`src/rtl/core/vcfc_pkg.sv`:
```
// vcfc_pkg: shared types, constants and the face test of the voxel column face culler
// used by vcfc_height_mem, vcfc_scan_ctrl and voxel_column_face_cull
package vcfc_pkg;

  localparam int CoordW   = 4;
  localparam int HeightW  = 5;
  localparam int LevelW   = 4;
  localparam int AddrW    = 2 * CoordW;
  localparam int Depth    = 1 << AddrW;
  localparam int MaskW    = 6;

  localparam logic [HeightW-1:0] MaxHeight = HeightW'(16);
  localparam logic [LevelW-1:0]  TopLevel  = LevelW'(15);
  localparam logic [CoordW-1:0]  CoordMax  = CoordW'(15);
  localparam logic [CoordW-1:0]  CoordMin  = CoordW'(0);

  // item kinds
  localparam logic KindLoad = 1'b0;
  localparam logic KindScan = 1'b1;

  typedef enum logic [1:0] {
    ST_IDLE,
    ST_READ,
    ST_EMIT
  } state_t;

  // request from the scan control to the height memory
  typedef struct packed {
    logic               we;
    logic [AddrW-1:0]   waddr;
    logic [HeightW-1:0] wdata;
    logic [AddrW-1:0]   raddr;
  } mem_req_t;

  // exposed faces of one solid voxel at level y
  function automatic logic [MaskW-1:0] face_mask_f(
    input logic [LevelW-1:0]  y,
    input logic [HeightW-1:0] h_own,
    input logic [HeightW-1:0] h_zp,
    input logic [HeightW-1:0] h_zm,
    input logic [HeightW-1:0] h_xm,
    input logic [HeightW-1:0] h_xp,
    input logic               z_hi_edge,
    input logic               z_lo_edge,
    input logic               x_lo_edge,
    input logic               x_hi_edge
  );
    logic [HeightW-1:0] y_ext;
    logic [HeightW-1:0] y_up;
    logic [MaskW-1:0]   m;
    y_ext = {1'b0, y};
    y_up  = y_ext + HeightW'(1);
    m[0] = z_hi_edge || !(y_ext < h_zp);
    m[1] = z_lo_edge || !(y_ext < h_zm);
    m[2] = (y == TopLevel) || !(y_up < h_own);
    m[3] = (y == LevelW'(0));
    m[4] = x_lo_edge || !(y_ext < h_xm);
    m[5] = x_hi_edge || !(y_ext < h_xp);
    return m;
  endfunction

endpackage

```
`src/rtl/core/vcfc_height_mem.sv`:
```
// vcfc_height_mem: column height memory, one write and one registered read port
// entries not written since reset read as zero through per-entry valid bits; uses vcfc_pkg
module vcfc_height_mem
  import vcfc_pkg::*;
(
  input  logic               clk,
  input  logic               rst,
  input  mem_req_t           req,
  output logic [HeightW-1:0] rdata
);

  logic [HeightW-1:0] mem [Depth];
  logic [Depth-1:0]   valid;
  logic [HeightW-1:0] rd_data;
  logic               rd_valid;

  // storage array
  always_ff @(posedge clk) begin
    if (req.we) begin
      mem[req.waddr] <= req.wdata;
    end
    rd_data <= mem[req.raddr];
  end

  // written marks, cleared at reset
  always_ff @(posedge clk) begin
    if (rst) begin
      valid    <= '0;
      rd_valid <= 1'b0;
    end else begin
      if (req.we) begin
        valid[req.waddr] <= 1'b1;
      end
      rd_valid <= valid[req.raddr];
    end
  end

  assign rdata = rd_valid ? rd_data : '0;

endmodule

```
`src/rtl/core/vcfc_scan_ctrl.sv`:
```
// vcfc_scan_ctrl: load and scan sequencer, gathers five heights then emits one beat per level
// depends on vcfc_pkg and drives the vcfc_height_mem port
module vcfc_scan_ctrl
  import vcfc_pkg::*;
#(
  parameter int CHUNK_SIDE = 16
) (
  input  logic               clk,
  input  logic               rst,
  input  logic               in_valid,
  output logic               in_stall,
  input  logic               kind,
  input  logic [CoordW-1:0]  column_x,
  input  logic [CoordW-1:0]  column_z,
  input  logic [HeightW-1:0] height,
  output logic               out_valid,
  input  logic               out_stall,
  output logic [CoordW-1:0]  out_x,
  output logic [CoordW-1:0]  out_z,
  output logic [LevelW-1:0]  level,
  output logic [MaskW-1:0]   face_mask,
  output logic               last,
  output mem_req_t           mem_req,
  input  logic [HeightW-1:0] mem_rdata
);

  localparam logic [6:0] Side = 7'(CHUNK_SIDE);
  localparam logic [6:0] Edge = 7'(CHUNK_SIDE - 1);

  state_t             state, state_next;
  logic [2:0]         step, step_next;
  logic [LevelW-1:0]  y, y_next;
  logic [CoordW-1:0]  cur_x, cur_z;
  logic [HeightW-1:0] h_own, h_zp, h_zm, h_xm, h_xp;
  logic               accept, in_chunk, out_load;
  logic [HeightW-1:0] load_h;
  logic               x_lo_edge, x_hi_edge, z_lo_edge, z_hi_edge;

  assign in_chunk = ({3'b0, column_x} < Side) && ({3'b0, column_z} < Side);
  assign accept   = in_valid && (state == ST_IDLE);
  assign in_stall = (state != ST_IDLE);

  // height clamp for load
  always_comb begin
    if (height == '0) begin
      load_h = HeightW'(1);
    end else if (height > MaxHeight) begin
      load_h = MaxHeight;
    end else begin
      load_h = height;
    end
  end

  assign x_lo_edge = (cur_x == CoordMin);
  assign z_lo_edge = (cur_z == CoordMin);
  assign x_hi_edge = ({3'b0, cur_x} == Edge);
  assign z_hi_edge = ({3'b0, cur_z} == Edge);

  // state register
  always_ff @(posedge clk) begin
    if (rst) begin
      state <= ST_IDLE;
    end else begin
      state <= state_next;
    end
  end

  // next state, memory request and output load
  always_comb begin
    state_next    = state;
    step_next     = step;
    y_next        = y;
    out_load      = 1'b0;
    mem_req.we    = 1'b0;
    mem_req.waddr = {column_x, column_z};
    mem_req.wdata = load_h;
    mem_req.raddr = {cur_x, cur_z};
    unique case (state)
      ST_IDLE: begin
        if (accept && in_chunk) begin
          if (kind == KindLoad) begin
            mem_req.we = 1'b1;
          end else begin
            state_next = ST_READ;
            step_next  = 3'd0;
          end
        end
      end
      ST_READ: begin
        unique case (step)
          3'd1:    mem_req.raddr = {cur_x, cur_z + CoordW'(1)};
          3'd2:    mem_req.raddr = {cur_x, cur_z - CoordW'(1)};
          3'd3:    mem_req.raddr = {cur_x - CoordW'(1), cur_z};
          3'd4:    mem_req.raddr = {cur_x + CoordW'(1), cur_z};
          default: mem_req.raddr = {cur_x, cur_z};
        endcase
        step_next = step + 3'd1;
        if (step == 3'd5) begin
          state_next = ST_EMIT;
          y_next     = '0;
        end
      end
      ST_EMIT: begin
        if ({1'b0, y} >= h_own) begin
          state_next = ST_IDLE;
        end else if (!out_valid || !out_stall) begin
          out_load = 1'b1;
          if (({1'b0, y} + HeightW'(1)) == h_own) begin
            state_next = ST_IDLE;
          end else begin
            y_next = y + LevelW'(1);
          end
        end
      end
      default: state_next = ST_IDLE;
    endcase
  end

  // sequencing registers and captured heights
  always_ff @(posedge clk) begin
    step <= step_next;
    y    <= y_next;
    if (accept) begin
      cur_x <= column_x;
      cur_z <= column_z;
    end
    // read data arrives in the cycle after its address
    if (state == ST_READ) begin
      case (step)
        3'd1: h_own <= mem_rdata;
        3'd2: h_zp  <= (cur_z == CoordMax) ? '0 : mem_rdata;
        3'd3: h_zm  <= (cur_z == CoordMin) ? '0 : mem_rdata;
        3'd4: h_xm  <= (cur_x == CoordMin) ? '0 : mem_rdata;
        3'd5: h_xp  <= (cur_x == CoordMax) ? '0 : mem_rdata;
        default: ;
      endcase
    end
  end

  // output beat register
  always_ff @(posedge clk) begin
    if (rst) begin
      out_valid <= 1'b0;
    end else if (out_load) begin
      out_valid <= 1'b1;
    end else if (!out_stall) begin
      out_valid <= 1'b0;
    end
  end

  always_ff @(posedge clk) begin
    if (out_load) begin
      out_x     <= cur_x;
      out_z     <= cur_z;
      level     <= y;
      face_mask <= face_mask_f(y, h_own, h_zp, h_zm, h_xm, h_xp,
                               z_hi_edge, z_lo_edge, x_lo_edge, x_hi_edge);
      last      <= (({1'b0, y} + HeightW'(1)) == h_own);
    end
  end

endmodule

```
`src/rtl/core/voxel_column_face_cull.sv`:
```
// voxel_column_face_cull: top level of the heightmap voxel face culler
// instantiates vcfc_height_mem and vcfc_scan_ctrl; uses vcfc_pkg
//
// Usage:
//   Input channel (in_valid / in_stall) carries one item per beat: kind 0 loads
//   a column height (zero stored as one, above sixteen stored as sixteen), kind 1
//   scans a column. Columns outside the chunk are taken and dropped.
//   Output channel (out_valid / out_stall) carries one beat per solid level of a
//   scanned column, bottom level first, with last set on the topmost level.
//   A scan reads five heights (own column and its four side neighbours) one per
//   cycle through the single memory read port, then emits one beat per cycle
//   while out_stall is low. One item is worked on at a time; in_stall is high
//   while a scan runs.
//   The output register holds a finished beat while the next item is taken.
//   When out_stall is high the current beat holds and the scan pauses.
//   Reset clears the control state and marks every column empty at once.
module voxel_column_face_cull
  import vcfc_pkg::*;
#(
  parameter int CHUNK_SIDE = 16
) (
  input  logic               clk,
  input  logic               rst,
  input  logic               in_valid,
  output logic               in_stall,
  input  logic               kind,
  input  logic [CoordW-1:0]  column_x,
  input  logic [CoordW-1:0]  column_z,
  input  logic [HeightW-1:0] height,
  output logic               out_valid,
  input  logic               out_stall,
  output logic [CoordW-1:0]  out_x,
  output logic [CoordW-1:0]  out_z,
  output logic [LevelW-1:0]  level,
  output logic [MaskW-1:0]   face_mask,
  output logic               last
);

  mem_req_t           mem_req;
  logic [HeightW-1:0] mem_rdata;

  // column height store
  vcfc_height_mem u_mem (
    .clk   (clk),
    .rst   (rst),
    .req   (mem_req),
    .rdata (mem_rdata)
  );

  // load and scan sequencing
  vcfc_scan_ctrl #(
    .CHUNK_SIDE (CHUNK_SIDE)
  ) u_ctrl (
    .clk       (clk),
    .rst       (rst),
    .in_valid  (in_valid),
    .in_stall  (in_stall),
    .kind      (kind),
    .column_x  (column_x),
    .column_z  (column_z),
    .height    (height),
    .out_valid (out_valid),
    .out_stall (out_stall),
    .out_x     (out_x),
    .out_z     (out_z),
    .level     (level),
    .face_mask (face_mask),
    .last      (last),
    .mem_req   (mem_req),
    .mem_rdata (mem_rdata)
  );

endmodule

```
`config.mk`:
```
export PLATFORM = sky130hd
export DESIGN_NAME = voxel_column_face_cull
export DESIGN_NICKNAME = d
export VERILOG_FILES = /design/src/rtl/core/vcfc_pkg.sv /design/src/rtl/core/vcfc_height_mem.sv /design/src/rtl/core/vcfc_scan_ctrl.sv /design/src/rtl/core/voxel_column_face_cull.sv
export SDC_FILE = /design/constraint.sdc
export NUM_CORES = 2
export LEC_CHECK = 0
export ABC_AREA = 0
export BUFFER_PORTS_ARGS = -buffer_cell sky130_fd_sc_hd__buf_2
export CORE_ASPECT_RATIO = 1.5
export CORE_MARGIN = 8
export CORE_UTILIZATION = 57
export DETAILED_ROUTE_END_ITERATION = 6
export MAX_ROUTING_LAYER = met4
export PLACE_DENSITY_LB_ADDON = 0.2
export SYNTH_ARGS = -nofsm -noshare
export SYNTH_HDL_FRONTEND = slang
export SYNTH_HIERARCHICAL = 1
export SYNTH_SLANG_ARGS = --single-unit
```
`constraint.sdc`:
```
create_clock -name clk -period 9.1 [get_ports clk]
set_clock_uncertainty 0.15 [all_clocks]
set_input_delay 0.91 -clock clk [delete_from_list [all_inputs] [get_ports clk]]
set_output_delay 0.91 -clock clk [all_outputs]
set_load 0.02 [all_outputs]
```
* Word level (Yosys, flattened, before mapping)
Memory sizes are Yosys's and may differ from the RTL's. A register that Yosys moved wholly into a read port is not among the register bits. Index checks and enable logic that the tools add are counted.
Storage, ports and cells: flip-flop bits (word level) 319, bits in writable memories 1280, output and inout bits 21, logic and storage cells 122, memories 1
Cells by class: multiplexer cells 34, $lt $le $gt $ge 10, bitwise operators 1, reductions and logical operators 31, $add $sub $neg 7, equal/unequal tests 20
Memory list:
- u_mem.mem | words 256, bits a word 5, rd ports 1, clocked after Yosys merged registers in 1, write ports 1, line vcfc_height_mem.sv:12 | logic [HeightW-1:0] mem [Depth];
Operator list (number):
- $or A256 B256 Y256 | 1
- $pmux W8 S4 | 1
- $lt A4 B5 Y1 | 4
- $lt A8 B9 Y1 const B | 2
- $mux W4 | 4
- $mux W5 | 3
- $add A4 B1 Y4 const B | 3
- $eq A4 B4 Y1 const B | 3
- $logic_not A4 Y1 | 3
- $mux W1 | 12
- $mux W2 | 6
- $reduce_and A2 Y1 | 5
- $reduce_and A5 Y1 | 2
- $bmux W1 S8 | 1
- $demux W1 S8 | 1
- $ge A8 B1 Y1 const B | 1
- $mux W8 | 1
- $ne A2 B1 Y1 const B | 4
- $pmux W4 S2 | 1
- $sub A4 B1 Y4 const B | 2
- $logic_not A1 Y1 | 7
- $eq A3 B2 Y1 const B | 2
- $eq A3 B3 Y1 const B | 2
- $logic_or A1 B1 Y1 | 6
- other kinds (19) | 26

* Longest topological paths before layout
depth after elaboration 6, gate-level depth with buffers 18, depth with buffers taken out 16

* By module
The synthesis kept the hierarchy.
By module, submodules not included:
- vcfc_height_mem | cells an instance 3356, seq. area each 43681.9 um^2, area an instance 59133.0 um^2, instances 1
- vcfc_scan_ctrl | cells an instance 272, seq. area each 1831.8 um^2, area an instance 3289.4 um^2, instances 1

* Worst setup path after synthesis
Ideal clock, no wire load.
kind input port to flip-flop, start point input port height[4], end point memory u_mem.mem[0][1] (data pin), cell stages on the path 1, required time 7481 ps, buffers on the path 0, library setup time 1469 ps, data arrival time 7206 ps, setup slack 274 ps, cell sequence nor2b_1
On the way: longest elaborated chain between the ends 3, elaborated cells between the ends (all ways) 4, classes of those cells 1 x order compare; 2 x mux; 1 x reduce/logical
Ends and longest elaborated chain:
- start, declared | line voxel_column_face_cull.sv:29 | input logic [HeightW-1:0] height,
- $gt A5 B5 Y1 | line vcfc_scan_ctrl.sv:47 | end else if (height > MaxHeight) begin
- $mux W5 | line vcfc_scan_ctrl.sv:47
- $mux W5 (*) | line vcfc_scan_ctrl.sv:45 | if (height == '0) begin
- end, declared | line vcfc_height_mem.sv:12
Every way passes the cells marked *; elsewhere a longest branch is shown, timed or not.

==> flow_summary.json <==
{
  "grt_max_degree": 184,
  "critical_path_class": "register to register",
  "stdcell_area_mm2": 0.0688,
  "postCtsSetupRepairBufs": 0,
  "fin_crit_sh_pct": 69.2,
  "die_h_um": 421,
  "cp.required_ns": 9.56,
  "ant_nets": 0,
  "setup_tns_ns": 0,
  "grt_pass1_wl_um": 228000,
  "vias": 33700,
  "synth-seq-cells": 1604,
  "clock_latency_ns": 0.76,
  "hold_slack_ns": 0.318,
  "path_max_fanout": 120,
  "cts-root-buf": "clkbuf_16",
  "core-area_mm2": 0.109,
  "syn_inst": 3628,
  "grt_antenna_before_repair": 1,
  "clk_path_buf_depth": 3,
  "hold_buffers": 0,
  "vias_per_cell": 6.52,
  "fp-row-count": 148,
  "worstPathArrival_ns": 6.76,
  "fin_crit_ns": 6.30,
  "drive_gt1_share_pct": 19.5,
  "synth_cell_types": 63,
  "cts-buffers-inserted": 141,
  "vdd.ir_drop.worst_mv": 0.211,
  "max_freq_mhz": 159,
  "syn_area_per_cell_um2": 17.2,
  "die_w_um": 286,
  "start_kind": "register",
  "grt_overflow_total": 0,
  "placed_cell_area_mm2": 0.0639,
  "slew_headroom_pct": 2.78,
  "drt_iter0_drc": 3874,
  "syn_nets": 3678,
  "synth-edff-count": 1339,
  "area_growth_pct": 10.3,
  "synth_seq_area_share_pct": 72.9,
  "die_area_mm2": 0.121,
  "yosys_warnings": 6,
  "grt_use_total_pct": 26.3,
  "drt-total-wl_um": 155000,
  "ys.flop_type": "edfxtp_1",
  "finalNetCount": 3678,
  "grt_pass1_vias": 34500,
  "gp_congestion": 0.902,
  "mappedNetlistArea_mm2": 0.0624,
  "worst_setup_path_end_kind": "register",
  "power_mw": 16.0,
  "cts.sinks": 1604,
  "power_density_mw_per_mm2": 232,
  "rsz0062_at_grt": "no",
  "finalSetupViolCount": 0,
  "final_max_slew_viol_count": 0,
  "placement.io_buffers": 38,
  "post-route-drc-count": 0,
  "hold_violations": 0,
  "min_path_type": "register to register",
  "outcome": "complete, no violations",
  "cts_tree": "done",
  "async_reset_ff_share_pct": 0,
  "wl_per_cell_um": 29.9,
  "ios": 39,
  "initial_core_util_pct": 57.5,
  "firstDrtPassIters": 7,
  "ctsHtreeMaxLevel": 4,
  "p_leak_nw": 22.0,
  "worstMarginPinSlew_ns": 1.44,
  "hpwl_um": 95500,
  "clkTransAtPathRegs_ns": 0.07,
  "ctsResizeCount": 0,
  "max-cap-violations": 0
}
-- metrics by stage --
stage          utilization, %  std cells  setup WS [ns]
5_1_grt                  63.4       5173           2.71
4_1_cts                  63.4       5172           2.95
6_report                 63.4       5174           2.80
2_1_floorplan               -       3628          0.274
3_5_place_dp             58.9       4910           2.95
3_3_place_gp             58.9       4910           3.07
-- cells in the mapped netlist, types with 3 or more instances --
master | instances | area, µm²
and3_1 | 5 | 31.3
a21oi_1 | 101 | 505
a21o_1 | 7 | 52.6
ha_1 | 31 | 388
a22oi_1 | 161 | 1210
dfxtp_1 | 265 | 5310
nand2b_1 | 12 | 75.1
nor4_1 | 22 | 138
buf_4 | 20 | 150
o22ai_1 | 15 | 93.8
nand4_1 | 11 | 68.8
mux4_2 | 367 | 8270
o21ai_0 | 4 | 20.0
buf_1 | 16 | 60.1
inv_1 | 33 | 124
or3_1 | 5 | 31.3
buf_2 | 27 | 135
or2_2 | 3 | 18.8
nand2_1 | 51 | 191
nand3_1 | 26 | 130
clkbuf_1 | 141 | 529
mux2i_1 | 37 | 370
nor3_1 | 21 | 105
a22o_1 | 4 | 35.0
a2111oi_0 | 3 | 26.3
and2_1 | 19 | 119
edfxtp_1 | 1339 | 40200
mux2_2 | 3 | 33.8
a211oi_1 | 4 | 30.0
nor2_1 | 743 | 2790
xnor2_1 | 3 | 26.3
o221ai_1 | 15 | 131
nor2b_1 | 28 | 175
buf_6 | 17 | 191
o31ai_1 | 3 | 22.5
o21ba_2 | 29 | 290
-- worst max-delay path, stage by stage, from the launching register on --
cell	delay, ns
dfxtp_1	0.46
nand2b_1	0.52
nor2_1	0.22
nand2_1	0.18
a22o_4	0.46
buf_12	0.58
buf_4	0.72
mux4_2	0.44
a22oi_1	0.27
a21oi_1	0.12
nor4_1	1.19
nor3_1	0.16
or3_1	0.42
-- flip-flops by register name, summed over array words and instances, names as in the netlist, 5 cells and up --
name	flops
u_ctrl/face_mask	6
u_ctrl/h_own	5
u_ctrl/h_xm	5
u_ctrl/h_xp	5
u_ctrl/h_zm	5
u_ctrl/h_zp	5
u_mem/mem	1280
u_mem/rd_data	5
u_mem/valid	256
-- routing by layer --
layer / up-vias / routed length [µm] / global-route usage [%]
li1: 14100 / - / -
met1: 17500 / 54700 / 31.4
met2: 1709 / 79800 / 43.8
met3: 389 / 12100 / 4.31
met4: 0 / 8120 / 12.2
met5: - / 0 / -
-- power by group --
part	leakage (nW)	switching, mW	internal, mW	total (mW)
combinational	5.27	1.07	0.660	1.73
sequential	14.3	0.0308	7.99	8.02
clock	2.41	2.59	3.67	6.26
-- layout by cell type (no fill, tap or decap), types with 20 or more instances in the layout --
cell       instances
a22oi_1          161
clkbuf_16        154
edfxtp_1        1339
ha_1              31
inv_1             33
a21oi_1          100
nand2_1           51
buf_4             33
nor3_1            20
o21ba_2           29
nor4_1            22
clkbuf_8          23
buf_2             36
mux2i_1           37
dfxtp_1          265
nor2_1           740
clkbuf_1          32
nor2b_1           23
mux4_2           367
-- path summary, 6_finish.rpt --
kind | start | cells past startpoint | to | slack, ns
hold / removal | u_mem/valid[91]$_SDFFE_PP0P_ | 2 | u_mem/valid[91]$_SDFFE_PP0P_ | 0.32
setup reg to reg | u_ctrl/state[1]$_SDFFE_PP0P_ | 12 | u_mem/rd_data[1]$_DFF_P_ | 2.80
hold reg to reg | u_mem/valid[91]$_SDFFE_PP0P_ | 2 | u_mem/valid[91]$_SDFFE_PP0P_ | 0.32
setup / recovery | u_ctrl/state[1]$_SDFFE_PP0P_ | 12 | u_mem/rd_data[1]$_DFF_P_ | 2.80
-- logic make-up (layout without fill, tap and decap cells) --
family	after synthesis	count (layout)	synth area share [%]
buf+inv	256	375	1.92
simple gates	957	957	6.36
xor+xnor	4	4	0.0561
mux	409	409	13.9
flops	1604	1604	72.9
compound gates	366	366	4.18
other cells	0	2	0
fa+ha+maj	32	32	0.653
-- layout make-up --
cell class / count / area [µm²]
repair buffers: 78 / 596
clock inverters: 55 / 676
fillers: 7476 / 39700
clock buffers: 207 / 4260
well taps: 1425 / 1780
flip-flops and latches: 1604 / 45500
inverters: 35 / 131
diodes: 2 / 5.00
multi-input cells: 1768 / 15900
Power figures use the tool's default switching activity.
